==> src/rtl/core/sbe_pkg.sv <==
package sbe_pkg;

   // angle resolution, full turn is 2**ANGLE_BITS
   localparam int ANGLE_BITS = 16;
   localparam logic [31:0] ANGLE_MASK = 32'((64'd1 << ANGLE_BITS) - 64'd1);

   // quarter sine polynomial coefficients
   localparam logic [14:0] SINE_A = 15'd25736;
   localparam logic [13:0] SINE_B = 14'd10512;
   localparam logic [10:0] SINE_C = 11'd1160;
   localparam logic [14:0] QUARTER = 15'd16384;

   // pipeline stages ahead of the corner holding register
   localparam int PIPE_DEPTH = 8;

   // register indexes
   localparam logic [2:0] CSR_RIGHT_X = 3'd0;
   localparam logic [2:0] CSR_RIGHT_Y = 3'd1;
   localparam logic [2:0] CSR_RIGHT_Z = 3'd2;
   localparam logic [2:0] CSR_UP_X    = 3'd3;
   localparam logic [2:0] CSR_UP_Y    = 3'd4;
   localparam logic [2:0] CSR_UP_Z    = 3'd5;
   localparam logic [2:0] CSR_MODE    = 3'd6;

   localparam logic [2:0] QUAD_CORNERS = 3'd4;
   localparam logic [2:0] TRI_CORNERS  = 3'd6;

   typedef struct packed {
      logic signed [31:0] centre_x;
      logic signed [31:0] centre_y;
      logic signed [31:0] centre_z;
      logic [15:0]        spin_angle;
      logic signed [31:0] size_x;
      logic signed [31:0] size_y;
      logic [31:0]        argb;
   } req_type;

   typedef struct packed {
      logic signed [31:0] vert_x;
      logic signed [31:0] vert_y;
      logic signed [31:0] vert_z;
      logic               tex_u;
      logic               tex_v;
      logic [31:0]        corner_colour;
      logic               last_corner;
   } rsp_type;

   // corner count for the selected primitive
   function automatic logic [2:0] corner_count(input logic tri_mode);
      corner_count = tri_mode ? TRI_CORNERS : QUAD_CORNERS;
   endfunction

   // texture coordinate of a corner, bit 0 u, bit 1 v
   function automatic logic [1:0] corner_uv(input logic tri_mode, input logic [2:0] idx);
      logic [1:0] uv;
      uv = 2'b00;
      if (tri_mode) begin
         unique case (idx)
            3'd0: uv = 2'b00;
            3'd1: uv = 2'b01;
            3'd2: uv = 2'b10;
            3'd3: uv = 2'b10;
            3'd4: uv = 2'b01;
            3'd5: uv = 2'b11;
            default: uv = 2'b00;
         endcase
      end else begin
         unique case (idx)
            3'd0: uv = 2'b00;
            3'd1: uv = 2'b01;
            3'd2: uv = 2'b11;
            3'd3: uv = 2'b10;
            default: uv = 2'b00;
         endcase
      end
      corner_uv = uv;
   endfunction

endpackage

==> src/rtl/core/sbe_sine.sv <==
module sbe_sine (
   input  logic               clock,
   input  logic               enable,
   input  logic [15:0]        phase,
   output logic signed [16:0] sine
);

   logic [14:0] t_in;
   logic [14:0] t1_ff, t2_ff, t3_ff, t4_ff;
   logic [3:0]  neg_ff;
   logic [14:0] sq1_ff, sq2_ff;
   logic [13:0] inner_ff;
   logic [14:0] mid_ff;
   logic signed [16:0] sine_ff;
   logic [29:0] sq_prod;
   logic [25:0] c_prod;
   logic [28:0] m_prod;
   logic [29:0] s_prod;

   function automatic logic [14:0] QUARTER_SUB(input logic [13:0] f);
      QUARTER_SUB = sbe_pkg::QUARTER - {1'b0, f};
   endfunction

   // fold the phase into the first quadrant
   assign t_in = phase[14] ? 15'(QUARTER_SUB(phase[13:0])) : {1'b0, phase[13:0]};

   assign sq_prod = 30'(t1_ff) * 30'(t1_ff);
   assign c_prod  = 26'(sq1_ff) * 26'(sbe_pkg::SINE_C);
   assign m_prod  = 29'(sq2_ff) * 29'(inner_ff);
   assign s_prod  = 30'(t4_ff) * 30'(mid_ff);

   // one multiply in each stage after the first
   always_ff @(posedge clock) begin
      if (enable) begin
         t1_ff     <= t_in;
         neg_ff[0] <= phase[15];
         sq1_ff    <= sq_prod[28:14];
         t2_ff     <= t1_ff;
         neg_ff[1] <= neg_ff[0];
         inner_ff  <= sbe_pkg::SINE_B - 14'(c_prod[25:14]);
         sq2_ff    <= sq1_ff;
         t3_ff     <= t2_ff;
         neg_ff[2] <= neg_ff[1];
         mid_ff    <= sbe_pkg::SINE_A - 15'(m_prod[28:14]);
         t4_ff     <= t3_ff;
         neg_ff[3] <= neg_ff[2];
         sine_ff   <= neg_ff[3] ? -$signed({2'b00, s_prod[28:14]})
                                : $signed({2'b00, s_prod[28:14]});
      end
   end

   // t4 and neg_ff[3] travel alongside mid into the last stage
   assign sine = sine_ff;

endmodule

==> config.mk <==
export PLATFORM = sky130hd
export DESIGN_NAME = sbe_sine
export DESIGN_NICKNAME = d
export VERILOG_FILES = /design/src/rtl/core/sbe_pkg.sv /design/src/rtl/core/sbe_sine.sv
export SDC_FILE = /design/constraint.sdc
export NUM_CORES = 2
export LEC_CHECK = 0
export BUFFER_PORTS_ARGS = -buffer_cell sky130_fd_sc_hd__buf_2
export CAP_MARGIN = 10
export CORE_MARGIN = 2
export CORE_UTILIZATION = 41
export DETAILED_ROUTE_END_ITERATION = 8
export GPL_TIMING_DRIVEN = 0
export HOLD_SLACK_MARGIN = 0.15
export RECOVER_POWER = 100
export SLEW_MARGIN = 40
export SYNTH_ARGS = -nofsm -noshare
export SYNTH_HDL_FRONTEND = slang
export SYNTH_SLANG_ARGS = --single-unit
==> constraint.sdc <==
create_clock -name clock -period 7.1 [get_ports clock]
set_input_delay 1.065 -clock clock [delete_from_list [all_inputs] [get_ports clock]]
set_output_delay 1.065 -clock clock [all_outputs]
set_load 0.05 [all_outputs]
==> reports/summary.txt <==
Outcome - finished, violations left
Violations in the final reports - max-capacitance violations, max-slew violations, negative setup slack
Critical path's most frequent cell - fa_1
Wirelength per Cell - 16.2 um
Initial antenna violation count - 0
Clock root buffer master - clkbuf_16
Routed wire length - 60300 um
Fmax - 136 MHz
Setup violators final - 6
Placement Setup Slack - -1.19 ns
Area Growth Syn to Fin - 12.2%
CTS tree - yes
Synth cell types - 71
Clock Path Buffers - 2
DRC - 0
EDFF count, synth - 140
Largest net degree at the start of global routing - 66
Max-slew violations - 126
Routed via count - 18600
Critical path buffers and inverters - 3
Commonest non-fill, non-tap cell in the layout - inv_1
Max stage delay on crit path - 0.53 ns
Top-Level Pins - 35
Hold_buf cts - 0
Final setup margin - -0.269 ns
Synth warnings - 0
Area of the core - 63300 um2
Mapped Nets - 3510
Synth Flop Type - edfxtp_1
Die width - 257 um
Clock Latency Late Sink - 0.49 ns
First-pass GRT wire length - 101000 um
Post-route ant nets - 0
Hold Worst Slack - 0.406 ns
Global Route Usage Sum - 19.2%
Mean Syn Cell Area - 9.70 um2
CTS buffer count - 17
H-tree Lvls - 4
# diodes - 0
Ys async rst share - 0%
Worst Skew - 0.0174 ns
Commonest cells after routing, fill and taps aside - inv_1 (595), fa_1 (461), ha_1 (305), nand2_1 (301), and2_1 (277)
Critical Path AT - 7.61 ns
Fillers - 6068
GP Congestion - 0.887
CP max stage cell - fa_1
Vias per cell - 4.98
Net count, final - 3666
Top delay family on crit path - adder cells
CP Max Fanout - 10
Flops & latches, synth - 140
DP Wirelength - 49200 um
Clock-pin slew on the worst setup and hold paths - 0.08 ns
Total of max-cap violations - 2
Starting DRT DRC Count - 992
Die area - 66300 um2
Min-Delay Path Class - reg2reg
Router iterations before antenna repair - 5
Vias in the first global route - 20000
RSZ-0062 raised after global routing - yes
Mapped Cells - 2716
Die H - 257 um
Clock sink count - 140
CP Launch Type - flop
Buffers on Ports - 34
Starting density of the core - 41.6%
Period utilization - 104%
Final critical-path required period - 7.37 ns
Worst path required time - 7.34 ns
Post-synth design cell area - 26300 um2
Relative slew slack - -132%
Fraction of layout cells with a size suffix above 1 - 9.71%
Cell row count - 92
Remaining global-route overflow - 0
Crit end category - flop
Hold Fails Final Rpt - 0
Slew @ Worst Pin - 3.49 ns
Seq/Total Area, Yosys - 16.0%
WS Path Type - reg2reg
-- final cells by class --
type	count	area, um2	share of cell area (%)
Timing Repair Buffer	139	907	3.07
Tap cell	846	1060	3.58
Sequential cell	140	4200	14.2
Clock inverter	15	175	0.593
Clock buffer	17	425	1.44
Inverter	603	2260	7.66
Buffer	92	642	2.17
Multi-Input combinational cell	1879	19900	67.3
-- sequential cells by signal (all words and copies together) (netlist names) --
signal    count
sq1_ff       15
inner_ff     14
mid_ff       15
neg_ff        4
sine         17
sq2_ff       15
t2_ff        15
t3_ff        15
t1_ff        15
t4_ff        15
-- synth_stat cells, types with 3 or more instances --
cell       count  area share [%]
a2111oi_0      3            0.10
a211o_1        4            0.13
a211oi_1       3           0.086
a21boi_0       3           0.086
a21boi_1       4            0.11
a21o_1        13            0.37
a21oi_1       51            0.97
a31o_2         3            0.10
a31oi_1        7            0.17
and2_1       284             6.7
and3_1         6            0.14
and4_1         5            0.17
buf_1          4           0.057
clkbuf_1      90             1.3
edfxtp_1     140              16
fa_1         461              35
ha_1         315              15
inv_1        603             8.6
mux2_2         3            0.13
mux2i_1        3            0.11
nand2_1      304             4.3
nand2b_1       9            0.21
nand3_1       22            0.42
nand3b_1       4            0.11
nand4_1       10            0.24
nor2_1        66            0.94
nor2b_1       16            0.38
nor3_1        25            0.48
nor3b_1        3           0.086
nor4_1         6            0.14
o211ai_1       3           0.086
o21a_1         7            0.20
o21ai_0       44            0.84
o21bai_1      10            0.29
o22ai_1        3           0.071
o31a_1         3            0.10
o31ai_1       12            0.34
o41ai_1        4            0.13
or2_2          6            0.14
or3_1         13            0.31
or4_1          3           0.086
xnor2_1       79             2.6
xor2_1        20            0.67
-- path summary, 6_finish.rpt --
| kind | from | end | slack [ns] | depth (start not counted) |
|---|---|---|---|---|
| setup / recovery | sq2_ff[3]$_DFFE_PP_ | mid_ff[14]$_DFFE_PP_ | -0.27 | 26 |
| hold / removal | t3_ff[7]$_DFFE_PP_ | t4_ff[7]$_DFFE_PP_ | 0.41 | 0 |
| setup reg to reg | sq2_ff[3]$_DFFE_PP_ | mid_ff[14]$_DFFE_PP_ | -0.27 | 26 |
| hold reg to reg | t3_ff[7]$_DFFE_PP_ | t4_ff[7]$_DFFE_PP_ | 0.41 | 0 |
-- per-layer routing --
metal,wire [um],share of wire (%),up-vias,track usage [%]
met5,0,0,-,0
met2,30400,50,391,33.9
li1,-,-,8720,-
met1,25900,43,9380,23.9
met4,1750,2.9,0,7.06
met3,2300,3.8,95,2.53
-- through the flow --
stage / instance area, um2 / TNS [ns] / utilization (%) / instances
floorplan: 26400 / -0.00517 / - / 2716
global placement: 27600 / -11.62 / 43.6 / 3596
detailed placement: 27700 / -12.33 / 43.7 / 3598
CTS: 29300 / -0.920 / 46.3 / 3702
global route: 29500 / -4.06 / 46.7 / 3731
finish: 29500 / -0.897 / 46.7 / 3731
-- cells by family (layout without fill, tap and decap cells) --
group                    Yosys count  after routing  synth area share, %
adder cells (fa/ha/maj)          776            776                 50.0
multiplexers                       6              6                0.242
XOR/XNOR                          99             99                 3.29
AO/OA/AOI/OAI                    206            206                 5.27
buffers and inverters            697            866                 9.93
AND/OR/NAND/NOR                  792            792                 15.3
flip-flops                       140            140                 16.0
-- what timing repair did --
| item | 4_1_cts | 5_1_grt |
|---|---|---|
| buffers inserted | 73 | 30 |
| pin swaps | 56 | 25 |
| gates resized for setup | 148 | 58 |
| endpoints found under the setup margin | 28 | 27 |
Power is left out: the tool's default activity adds up to more than one toggle a clock period on the data nets, which glitch-free logic cannot reach.
